## src/design/mct_pkg.sv

```systemverilog
// Shared types, constants and register layout for the 4x4 column transform.
package mct_pkg;

  localparam int DIM       = 4;
  localparam int FRAC_BITS = 16;

  localparam int NREGS    = 8;
  localparam int REG_W    = 64;
  localparam int ELEM_W   = 32;
  localparam int PROD_W   = 2 * ELEM_W;
  localparam int PSUM_W   = PROD_W + 1;
  localparam int ACC_W    = PROD_W + 2;
  localparam int ADDR_W   = 6;
  localparam int IDX_LSB  = 3;
  localparam int IDX_W    = 3;
  localparam int HALF     = (DIM + 1) / 2;

  typedef logic [NREGS-1:0][REG_W-1:0] reg_arr_t;
  typedef logic [DIM-1:0][ELEM_W-1:0] row_t;

  // identity matrix
  localparam reg_arr_t REG_RESET = '{
    7: 64'h0001_0000_0000_0000,
    5: 64'h0000_0000_0001_0000,
    2: 64'h0001_0000_0000_0000,
    0: 64'h0000_0000_0001_0000,
    default: 64'h0
  };

  typedef struct packed {
    logic signed [ELEM_W-1:0] vec_in3;
    logic signed [ELEM_W-1:0] vec_in2;
    logic signed [ELEM_W-1:0] vec_in1;
    logic signed [ELEM_W-1:0] vec_in0;
  } in_t;

  typedef struct packed {
    logic signed [ELEM_W-1:0] vec_out3;
    logic signed [ELEM_W-1:0] vec_out2;
    logic signed [ELEM_W-1:0] vec_out1;
    logic signed [ELEM_W-1:0] vec_out0;
  } out_t;

  typedef struct packed {
    logic adv_mul;
    logic adv_add;
  } ctrl_t;

endpackage

```

## src/design/mct_cfg.sv

```systemverilog
// APB register file holding the matrix entries, column-major, two per register.
module mct_cfg (
  input  logic                           clk,
  input  logic                           rst,
  input  logic                           psel,
  input  logic                           penable,
  input  logic                           pwrite,
  input  logic [mct_pkg::ADDR_W-1:0]     paddr,
  input  logic [mct_pkg::REG_W-1:0]      pwdata,
  output logic [mct_pkg::REG_W-1:0]      prdata,
  output logic                           pready,
  output mct_pkg::reg_arr_t              regs
);
  import mct_pkg::*;

  logic [IDX_W-1:0] idx;

  assign idx    = paddr[IDX_LSB +: IDX_W];
  assign pready = 1'b1;
  assign prdata = regs[idx];

  always_ff @(posedge clk) begin
    if (rst) begin
      regs <= REG_RESET;
    end else if (psel && penable && pwrite) begin
      regs[idx] <= pwdata;
    end
  end

endmodule

```

## config.mk

```make
export PLATFORM = sky130hd
export DESIGN_NAME = mct_cfg
export DESIGN_NICKNAME = d
export VERILOG_FILES = /design/src/design/mct_pkg.sv /design/src/design/mct_cfg.sv
export SDC_FILE = /design/constraint.sdc
export NUM_CORES = 1
export LEC_CHECK = 0
export BUFFER_PORTS_ARGS = -buffer_cell sky130_fd_sc_hd__clkbuf_2
export CORE_MARGIN = 2
export CORE_UTILIZATION = 38
export DETAILED_ROUTE_END_ITERATION = 16
export GPL_TIMING_DRIVEN = 0
export HOLD_SLACK_MARGIN = 0.05
export PLACE_DENSITY = 0.71
export SKIP_LAST_GASP = 1
export SLEW_MARGIN = 5
export SYNTH_ARGS = -nofsm -noshare
export SYNTH_HDL_FRONTEND = slang
export SYNTH_SLANG_ARGS = --single-unit
export TNS_END_PERCENT = 30
```

## constraint.sdc

```tcl
create_clock -name clk -period 2.6 [get_ports clk]
set_input_delay 0.13 -clock clk [delete_from_list [all_inputs] [get_ports clk]]
set_output_delay 0.13 -clock clk [all_outputs]
set_load 0.1 [all_outputs]
```

---- After elaboration in Yosys (flattened, before gate mapping) ----
Cells that the tools add are included.
Widths: inputs -> output; s select.
word-level totals
  output and inout bits ................... 577
  input bits .............................. 75
  word-level logic and storage cells ...... 18
  register bits after elaboration ......... 512
cells by class
  mux-type cells .......................... 5
  magnitude comparators ................... 2
  reductions and logical operators ........ 3
operators by type and width
  cell                number
  $bwmux 512          1
  $bmux 64 s3         1
  $demux 64 s3        1
  $mux 64             2
  $lt 3x4->1 const B  1
  $ge 3x1->1 const B  1
  $logic_and 1x1->1   3

---- Longest topological paths before layout ----
Gate-level depths: netlist of run 1.
  depth in word-level cells ............... 5
  depth in mapped cells ................... 7
  depth with buffers taken out ............ 3

---- Least setup slack after synthesis of run 1 ----
No wires, ideal clock.
  path kind ............................... reg-to-output
  start point ............................. register regs[254] in the netlist's numbering
  end point ............................... output port prdata[62] in the netlist's numbering
  required time ........................... 2.470 ns
  data arrival time ....................... 3.446 ns
  path slack .............................. -0.976 ns
  cell stages (with the launch flop) ...... 4
  buffers on the path ..................... 0
  cell sequence ........................... dfxtp_1 -> mux2i_1 -> o211a_1 -> o21ai_0
on the way
  longest elaborated chain between the ends .. 2
ends and longest elaborated chain
  item                              line           text
  start: declaration                mct_cfg.sv:12  output mct_pkg::reg_arr_t regs
  start signal: indexed assignment  mct_cfg.sv:26  regs[idx] <= pwdata;
  $bmux 64 s3                       mct_cfg.sv:20  assign prdata = regs[idx];
  $mux 64 (not written as such)     mct_cfg.sv:20
  end: declaration                  mct_cfg.sv:10  output logic [mct_pkg::REG_W-1:0] prdata,
Every way passes these cells. The select of a mux whose other input is x is not followed.

---- Worst setup path after layout of run 1 ----
  start point ............................. input port paddr[5] in the netlist's numbering
  end point ............................... output port prdata[25] in the netlist's numbering
on the way
  longest elaborated chain between the ends .. 2
ends and longest elaborated chain
  item                           line           text
  start: declaration             mct_cfg.sv:8   input logic [mct_pkg::ADDR_W-1:0] paddr,
  $bmux 64 s3                    mct_cfg.sv:20
  $mux 64 (not written as such)  mct_cfg.sv:20
Every way passes these cells. The select of a mux whose other input is x is not followed.

==> flow_metrics.py, run 1 <==
metrics = {
    "timing": {
        "hold_viol_final": 0,
        "setup-violations-final": 0,
        "worst_pin_slew_ns": 0.965,
        "relSlewSlack": 0.356,
        "period_share": 0.971,
        "drv_slew": 0,
        "timing.fmax_mhz": 396,
        "holdWs_ns": 0.0759,
        "min_period_ns": 2.52,
        "grt_setup_unrepaired": "no",
        "fin_skew_ns": 0,
    },
    "floorplan": {
        "ios": 652,
        "die_h_microns": 254,
        "rows": 91,
        "core-area_sq_um": 61700,
        "initial_utilization": 0.385,
        "fp.dieW_microns": 254,
        "die_area_sq_um": 64500,
    },
    "worst_setup_path": {
        "r2r_start": "regs[150]",
        "r2r_slack_ns": 1.83,
        "critical_path.cell_chain": "buf_2 -> buf_2 -> buf_1 -> mux2_2 -> clkbuf_2",
        "cp_max_fo": 10,
        "worst_path_max_delay_cell": "buf_1",
        "critPathMostFrequentCell": "buf_2",
        "max_stage_delay_ns": 0.77,
        "start_kind": "input port",
        "startpoint": "paddr[5]",
        "setup.worst_path.class": "in2out",
        "crit_required_ns": 2.47,
        "worstPathArrival_ns": 2.39,
        "critPathCaptureType": "primary output",
    },
    "grt": {
        "grt_first_pass_wirelength_mm": 132,
        "grt_antenna_before_repair": 2,
        "track_usage": 0.274,
        "grt-ovfl-total": 0,
        "grt_pass1_vias": 19800,
        "grt_max_degree": 14,
    },
    "synthesis": {
        "yosys_warnings": 0,
        "ys_seq_elements": 512,
        "synth_nets": 2112,
        "syn_avg_cell_area_sq_um": 11.7,
        "yosysUniqueCellTypes": 25,
        "post_synth_inst_count": 2037,
        "netlist_area_sq_um": 23700,
        "ys_seq_area_frac": 0.432,
    },
    "clock_network": {
        "max-clock-path-buffers": 3,
        "insertion_delay_ns": 0.59,
        "cts_root_buf": "clkbuf_16",
        "numCtsBuffers": 55,
        "clkTransAtPathRegs_ns": 0.06,
        "cts_tree": "built",
        "clock-sinks": 512,
        "h-tree-depth": 2,
    },
    "detailed_routing": {
        "avgRoutedWirePerCell_microns": 25.1,
        "drt_iter0_drc": 1506,
        "drc": 0,
        "ant_nets": 0,
        "vias": 19500,
        "vias_per_cell": 5.33,
        "drt-pass1-iter-count": 5,
        "wl_mm": 91.7,
    },
    "hold_path": {
        "hold_start": "pwdata[18]",
        "hold_class": "in2reg",
    },
    "layout": {
        "layout-drive-gt1-share": 0.362,
        "fin_util": 0.491,
        "largest_reg_flops": 512,
        "reg.largest.list": "regs x512",
        "synthToLayoutAreaGrowth_pct": 27.5,
        "final_common_cell": "clkbuf_2",
        "top_register": "regs",
        "fin_nets": 2853,
        "layout_common_cells": "clkbuf_2 (644), nand2b_1 (572), mux2i_1 (513)",
        "fillers": 5650,
    },
    "placed_design": {
        "portBuffers": 643,
        "dp_hpwl_mm": 67.6,
        "place_congestion": 0.924,
    },
    "power": {
        "p_leak_uw": 0.0152,
        "ir_worst_vdd_mv": 0.401,
        "p_per_area_nw_per_um2": 585,
        "p_total_uw": 17700,
    },
    "run_status": {
        "outcome": "finished clean",
    },
    "run": {
        "drv_cap": 0,
    },
}
[cells by family after synthesis]
group / after synthesis / synth area share
AO/OA/AOI/OAI: 4 / 0.00132
buffers and inverters: 222 / 0.0447
flip-flops: 512 / 0.432
multiplexers: 703 / 0.366
other: 1 / 0.000158
AND/OR/NAND/NOR: 595 / 0.156
[report_power, final]
group	internal (uW)	switching [uW]	total (uW)
registers	7900	59.9	7960
logic	526	1220	1740
clock network	4720	3290	8020
[worst max-delay path: cells and delay by family]
family                 cells  cell delay [ns]
buffers and inverters      4             1.80
muxes                      1             0.45
[cells in the mapped netlist]
master / number / area, sq um
a211oi_1: 1 / 7.51
a32oi_1: 1 / 8.76
and2_1: 2 / 12.5
and3_1: 1 / 6.26
and4_1: 1 / 8.76
and4b_1: 1 / 10.0
buf_1: 26 / 97.6
buf_2: 62 / 310
buf_4: 20 / 150
buf_6: 10 / 113
clkbuf_1: 103 / 387
conb_1: 1 / 3.75
dfxtp_1: 512 / 10200
inv_1: 1 / 3.75
mux2_2: 64 / 721
mux2i_1: 513 / 5130
mux4_2: 126 / 2840
nand2_1: 2 / 7.51
nand2_2: 4 / 25.0
nand2b_1: 572 / 3580
nand3_1: 3 / 15.0
nor2_1: 7 / 26.3
nor2b_1: 2 / 12.5
o211a_1: 1 / 10.0
o21ai_0: 1 / 5.00
[routing by layer]
layer  global-route usage  wire, microns  part of all wire
met2                0.465          44700              0.49
met1                0.340          36700              0.40
met4                0.112           3620             0.039
met5                    0              0                 0
met3               0.0540           6710             0.073
[final timing paths]
check / to / cells past startpoint
max reg2reg: regs[150] / 2
min reg2reg: regs[132] / 2
min: regs[18] / 4
max: prdata[25] / 5
[final cells by class]
type                    count  area (sq um)  area share
clock buffers              82          1670      0.0552
diodes                      2          5.00    0.000165
flip-flops and latches    512         10200       0.339
inverters                   1          3.75    0.000124
repair buffers            684          3630       0.120
well taps                 837          1050      0.0346
plain buffers             221          1060      0.0350
clock inverters            17           176     0.00583
multi-input cells        1303         12400       0.411
[per-stage QoR]
| step | std cells | setup TNS, ns | instance area [sq um] | setup WS, ns |
|---|---|---|---|---|
| 6_report | 3659 | 0 | 30300 | 0.0754 |
| 2_1_floorplan | 2037 | 0 | 23700 | 0.302 |
| 3_3_place_gp | 3517 | -36.80 | 28000 | -0.485 |
| 5_1_grt | 3657 | 0 | 30300 | 0.0516 |
| 4_1_cts | 3657 | 0 | 30300 | 0.0796 |
| 3_5_place_dp | 3517 | -48.47 | 28000 | -0.492 |
[repair_timing]
action	CTS	global route
endpoints found under the setup margin	54	0
hold buffers	41	0
gates resized for setup	2	0
endpoints found under the hold margin	257	0
setup buffers	0	0
Power figures use the tool's default switching activity.
==> run 2, diff against run 1 <==
--- a/config.mk
+++ b/config.mk
@@ -5,6 +5,7 @@
 export SDC_FILE = /design/constraint.sdc
 export NUM_CORES = 1
 export LEC_CHECK = 0
+export ABC_AREA = 1
 export BUFFER_PORTS_ARGS = -buffer_cell sky130_fd_sc_hd__clkbuf_2
 export CORE_MARGIN = 2
 export CORE_UTILIZATION = 38
@@ -12,6 +13,7 @@
 export GPL_TIMING_DRIVEN = 0
 export HOLD_SLACK_MARGIN = 0.05
 export PLACE_DENSITY = 0.71
+export SKIP_CTS_REPAIR_TIMING = 1
 export SKIP_LAST_GASP = 1
 export SLEW_MARGIN = 5
 export SYNTH_ARGS = -nofsm -noshare
==> run 2 against run 1 <==
The flow now finishes with violations (setup timing). Sequential share of layout area fell by 1.7 points. Count of clock-buffer cells in the layout is 8 higher. Non-clock buffer count is 82 higher. Area after synthesis rose by 6.0%. Power is 7.2% higher. Die area up 5.9%. Critical path type unchanged. Largest cell class unchanged. Highest routed layer unchanged.
==> flow_metrics.py, run 2 <==
metrics = {
    "timing": {
        "period_share": 1.01,
        "holdWs_ns": 0.00326,
        "hold_viol_final": 0,
        "timing.fmax_mhz": 381,
        "relSlewSlack": 0.0341,
        "fin_skew_ns": 0,
        "min_period_ns": 2.62,
        "setup-violations-final": 1,
        "worst_slack_ns": -0.0213,
        "drv_slew": 0,
        "worst_pin_slew_ns": 1.45,
        "grt_setup_unrepaired": "yes",
    },
    "layout": {
        "fin_nets": 5113,
        "reg.largest.list": "regs x512",
        "largest_reg_flops": 512,
        "final_common_cell": "nand2_1",
        "fin_util": 0.486,
        "stdcell_count": 5950,
        "layout-drive-gt1-share": 0.184,
        "layout_common_cells": "nand2_1 (2101), nor2_1 (1022), clkbuf_2 (656)",
        "synthToLayoutAreaGrowth_pct": 26.8,
        "top_register": "regs",
        "fillers": 6952,
    },
    "synthesis": {
        "synth_flop_cell": "dfxtp_1",
        "yosysTopAreaCell": "dfxtp_1",
        "netlist_area_sq_um": 25200,
        "synth_common_cells": "nand2_1 (2101), nor2_1 (1022), dfxtp_1 (512)",
        "synthTopCellsByArea": "dfxtp_1 (41%), nand2_1 (31%), nor2_1 (15%), nand3_1 (5.3%), buf_2 (2.8%)",
        "yosys.cell_count.top_type": "nand2_1",
        "synth_edf_count": 0,
        "yosysUniqueCellTypes": 17,
        "syn_avg_cell_area_sq_um": 5.88,
        "synth_nets": 4356,
        "ys_seq_area_frac": 0.407,
        "async_flop_share": 0,
        "synth_top_area_frac": 0.407,
        "post_synth_inst_count": 4281,
        "ys_seq_elements": 512,
        "yosys_warnings": 0,
    },
    "run_status": {
        "outcome": "finished with violations",
        "violations": "setup timing",
    },
    "detailed_routing": {
        "wl_mm": 121,
        "avgRoutedWirePerCell_microns": 20.4,
        "ant_nets": 0,
        "vias_per_cell": 5.13,
        "drt_iter0_drc": 3340,
        "drc": 0,
        "drt-pass1-iter-count": 6,
        "vias": 30500,
    },
    "grt": {
        "grt_max_degree": 15,
        "grt-ovfl-total": 0,
        "grt_first_pass_wirelength_mm": 173,
        "track_usage": 0.337,
        "grt_pass1_vias": 26500,
        "grt_antenna_before_repair": 4,
    },
    "power": {
        "clkPwrFrac": 0.437,
        "p_leak_uw": 0.0166,
        "power_switching_uw": 5760,
        "combPwrFrac": 0.139,
        "power_frac_seq": 0.424,
        "swShare": 0.303,
        "p_int_uw": 13200,
        "p_per_area_nw_per_um2": 596,
        "ir_worst_vdd_mv": 0.471,
    },
    "clock_network": {
        "cts_tree": "built",
        "cts_root_buf": "clkbuf_16",
        "insertion_delay_ns": 0.62,
        "numCtsBuffers": 57,
        "h-tree-depth": 2,
        "max-clock-path-buffers": 3,
        "clkTransAtPathRegs_ns": 0.06,
        "clock-sinks": 512,
    },
    "worst_setup_path": {
        "start_kind": "input port",
        "reg2regPathDepth": 3,
        "critPathCaptureType": "primary output",
        "critPathMostFrequentCell": "nand2_1",
        "setup.worst_path.class": "in2out",
        "crit_required_ns": 2.47,
        "worstPathArrival_ns": 2.49,
        "crit_family": "buffers and inverters",
        "r2r_slack_ns": 1.16,
        "cp_max_fo": 10,
        "r2r_end": "regs[464]",
        "r2r_start": "regs[464]",
        "critical_path.cell_chain": "clkbuf_2 -> buf_4 -> buf_2 -> buf_1 -> nand2_1 -> nand2_1 -> nand2_1 -> nand2_1 -> clkbuf_2",
        "max_stage_delay_ns": 0.57,
        "startpoint": "paddr[4]",
        "critical_path_buf_inv_count": 5,
        "worst_path_max_delay_cell": "buf_2",
    },
    "placed_design": {
        "place_ws_ns": -0.709,
        "portBuffers": 646,
        "place_congestion": 0.972,
        "dp_hpwl_mm": 90.3,
        "place_inst": 5791,
    },
    "run": {
        "drv_cap": 0,
    },
    "hold_path": {
        "hold_depth": 5,
        "holdPathEnd": "regs[368]",
        "hold_start": "paddr[4]",
        "hold_class": "in2reg",
    },
    "floorplan": {
        "die_h_microns": 261,
        "die_area_sq_um": 68300,
        "fp.dieW_microns": 261,
        "ios": 652,
        "core-area_sq_um": 65600,
        "initial_utilization": 0.383,
        "rows": 94,
    },
}
## run 2: changes by cell type after synthesis, moves of 79 or more
cell,previous run,this run
nor2_1,7,1022
mux2i_1,513,0
nand3_1,3,265
nand2b_1,572,0
buf_2,62,141
mux4_2,126,0
nand2_1,2,2101
## run 2: layout make-up
type | count | area (sq um) | area share
repair buffers | 699 | 3760 | 0.118
flip-flops and latches | 512 | 10200 | 0.321
diodes | 5 | 12.5 | 0.000392
clock buffers | 90 | 1720 | 0.0540
plain buffers | 288 | 1460 | 0.0457
inverters | 70 | 263 | 0.00824
multi-input cells | 3410 | 13200 | 0.414
clock inverters | 12 | 145 | 0.00455
well taps | 864 | 1080 | 0.0339
## run 2: worst min-delay path: cells and delay by family
family / cells / cell delay (ns)
and+or+nand+nor: 2 / 0.20
AOI/OAI and AO/OA: 1 / 0.10
buffers and inverters: 2 / 0.17
## run 2: power by group through the flow
stage                     Sequential, uW  Combinational [uW]  Clock [uW]
after detailed placement            8220                2530           0
after floorplan                     8920                1060           0
final                               8050                2640        8310
after CTS                           8050                2540        8310
after global routing                8060                2770        8610
after global placement              8220                2520           0
## run 2: per-stage QoR
stage	setup TNS, ns	cell area [sq um]	total power, uW
2_1_floorplan	0	25200	9980
3_3_place_gp	-12.19	29500	10700
3_5_place_dp	-11.95	29500	10800
4_1_cts	-12.18	31400	18900
5_1_grt	-0.327	31900	19400
6_report	-0.0213	31900	19000
## run 2: per-layer routing
| layer | part of all wire | GRT usage |
|---|---|---|
| met4 | 0.056 | 0.164 |
| met2 | 0.45 | 0.543 |
| met1 | 0.39 | 0.428 |
| met5 | 0 | 0 |
| met3 | 0.11 | 0.0724 |
## run 2: worst max-delay path by stage
| stage | to | slack [ns] | depth (start not counted) |
|---|---|---|---|
| 6_report | prdata[54] | -0.02 | 9 |
| 3_5_place_dp | prdata[61] | -0.71 | 6 |
| 3_3_place_gp | prdata[61] | -0.70 | 6 |
| 2_1_floorplan | prdata[0] | 0.53 | 6 |
| 4_1_cts | prdata[61] | -0.70 | 6 |
| 5_1_grt | prdata[41] | -0.06 | 9 |
## run 2: cell families after synthesis
group           synth area share
other cells             0.000149
simple gates               0.524
compound gates          0.000796
flops                      0.407
buf+inv                   0.0679
==> run 3, diff against run 2 <==
--- a/config.mk
+++ b/config.mk
@@ -9,6 +9,7 @@
 export BUFFER_PORTS_ARGS = -buffer_cell sky130_fd_sc_hd__clkbuf_2
 export CORE_MARGIN = 2
 export CORE_UTILIZATION = 38
+export CTS_BUF_LIST = sky130_fd_sc_hd__clkbuf_8 sky130_fd_sc_hd__clkbuf_16
 export DETAILED_ROUTE_END_ITERATION = 16
 export GPL_TIMING_DRIVEN = 0
 export HOLD_SLACK_MARGIN = 0.05
==> run 3 against run 2 <==
First-iteration DRC count shrank 0.21%. Via count down 0.15%. Wire length is essentially flat. Sequential power about the same. Worst setup slack lost 0.0032 ns. Global-route usage unchanged. Critical path type unchanged. Sequential cell count unchanged. Die area stayed put. Critical endpoint unchanged. Count of clock-buffer cells in the layout down 18. Final area is essentially flat. The flow still finishes with violations (setup timing).
==> flow_metrics.py, run 3 (synthesis gave the netlist of run 2 again) <==
metrics = {
    "run_status": {
        "outcome": "finished with violations",
        "violations": "setup timing",
    },
    "floorplan": {
        "fp.dieW_microns": 261,
        "die_area_sq_um": 68300,
        "core-area_sq_um": 65600,
        "die_h_microns": 261,
        "ios": 652,
        "rows": 94,
        "initial_utilization": 0.383,
    },
    "worst_setup_path": {
        "r2r_slack_ns": 1.17,
        "start_kind": "input port",
        "critPathCaptureType": "primary output",
        "setup.worst_path.class": "in2out",
        "startpoint": "paddr[4]",
        "r2r_end": "regs[464]",
        "r2r_start": "regs[464]",
        "reg2regPathDepth": 3,
        "worstPathArrival_ns": 2.49,
        "crit_required_ns": 2.47,
        "cp_max_fo": 10,
    },
    "grt": {
        "grt_antenna_before_repair": 4,
        "top_usage_layer": "met2",
        "track_usage": 0.337,
        "use_met1": 0.428,
        "grt-ovfl-total": 0,
        "grt_use_met3": 0.0724,
        "grt_pass1_vias": 26500,
        "grt_max_degree": 15,
        "grt_first_pass_wirelength_mm": 173,
        "grtUsageMet2": 0.543,
    },
    "detailed_routing": {
        "vias": 30500,
        "drc": 0,
        "vias_per_cell": 5.12,
        "avgRoutedWirePerCell_microns": 20.4,
        "ant_nets": 0,
        "drt_iter0_drc": 3333,
        "drt-pass1-iter-count": 8,
        "wl_mm": 121,
    },
    "layout": {
        "layout_common_cells": "nand2_1 (2101), nor2_1 (1022), clkbuf_2 (656)",
        "fillers": 6951,
        "fin_nets": 5113,
        "largest_reg_flops": 512,
        "top_register": "regs",
        "layout-drive-gt1-share": 0.184,
        "reg.largest.list": "regs x512",
        "final_common_cell": "nand2_1",
        "regArea_sq_um": 10200,
        "synthToLayoutAreaGrowth_pct": 26.8,
        "multi_input_area_sq_um": 13200,
        "stdcell_count": 5951,
        "fin_util": 0.486,
    },
    "timing": {
        "grt_setup_unrepaired": "yes",
        "holdWs_ns": 0.00490,
        "tns_ns": -0.0245,
        "period_share": 1.01,
        "min_period_ns": 2.62,
        "worst_pin_slew_ns": 1.46,
        "timing.fmax_mhz": 381,
        "setup-violations-final": 1,
        "drv_slew": 0,
        "hold_viol_final": 0,
        "relSlewSlack": 0.0257,
        "fin_skew_ns": 0,
        "worst_slack_ns": -0.0245,
    },
    "clock_network": {
        "cts_root_buf": "clkbuf_16",
        "insertion_delay_ns": 0.62,
        "clkTransAtPathRegs_ns": 0.06,
        "numCtsBuffers": 57,
        "max-clock-path-buffers": 3,
        "h-tree-depth": 2,
        "cts_tree": "built",
        "clock-sinks": 512,
    },
    "placed_design": {
        "dp_hpwl_mm": 90.3,
        "portBuffers": 646,
        "place_congestion": 0.972,
        "place_inst": 5791,
    },
    "hold_path": {
        "hold_depth": 5,
        "hold_start": "pwdata[37]",
        "hold_class": "in2reg",
        "holdPathEnd": "regs[357]",
    },
    "power": {
        "p_per_area_nw_per_um2": 593,
        "ir_worst_vdd_mv": 0.476,
        "p_leak_uw": 0.0167,
        "p_total_uw": 18900,
    },
    "run": {
        "drv_cap": 0,
    },
}
-- run 3: cell types whose count changed in the layout (fill, tap and decap cells not counted) --
| cell | previous run | this run |
|---|---|---|
| clkbuf_1 | 95 | 77 |
| diode_2 | 5 | 6 |
| inv_1 | 66 | 84 |
-- run 3: power breakdown --
part           leakage [uW]  switching, uW  internal [uW]
clock network      0.000992           3480           4740
registers           0.00413            104           7950
logic                0.0116           2160            486
-- run 3: how the worst max path moves through the flow --
stage	depth (start not counted)	slack [ns]	endpoint
floorplan	6	0.53	prdata[0]
global placement	6	-0.70	prdata[61]
detailed placement	6	-0.71	prdata[61]
CTS	6	-0.70	prdata[61]
global route	9	-0.06	prdata[41]
finish	9	-0.02	prdata[54]
-- run 3: final cells by class --
| type | count | share of cell area |
|---|---|---|
| Multi-Input combinational cell | 3410 | 0.414 |
| Sequential cell | 512 | 0.321 |
| Timing Repair Buffer | 699 | 0.118 |
| Clock buffer | 72 | 0.0519 |
| Buffer | 288 | 0.0456 |
| Tap cell | 864 | 0.0339 |
| Inverter | 70 | 0.00824 |
| Clock inverter | 30 | 0.00667 |
| Antenna cell | 6 | 0.000471 |
-- run 3: critical path, stage by stage --
cell	delay, ns
clkbuf_2	0.12
buf_4	0.22
buf_2	0.57
buf_1	0.51
nand2_1	0.11
nand2_1	0.08
nand2_1	0.05
nand2_1	0.19
clkbuf_2	0.49
-- run 3: through the flow --
step                      worst slack [ns]  cell area (sq um)
after floorplan                      0.529              25200
after global placement              -0.704              29500
after detailed placement            -0.709              29500
after CTS                           -0.705              31400
after global routing               -0.0632              31900
final                              -0.0245              31900
-- run 3: per-layer routing --
| metal | share of wire | vias up |
|---|---|---|
| met5 | 0 | - |
| met4 | 0.054 | 0 |
| met3 | 0.11 | 352 |
| met2 | 0.45 | 1739 |
| met1 | 0.39 | 13900 |
| li1 | - | 14400 |
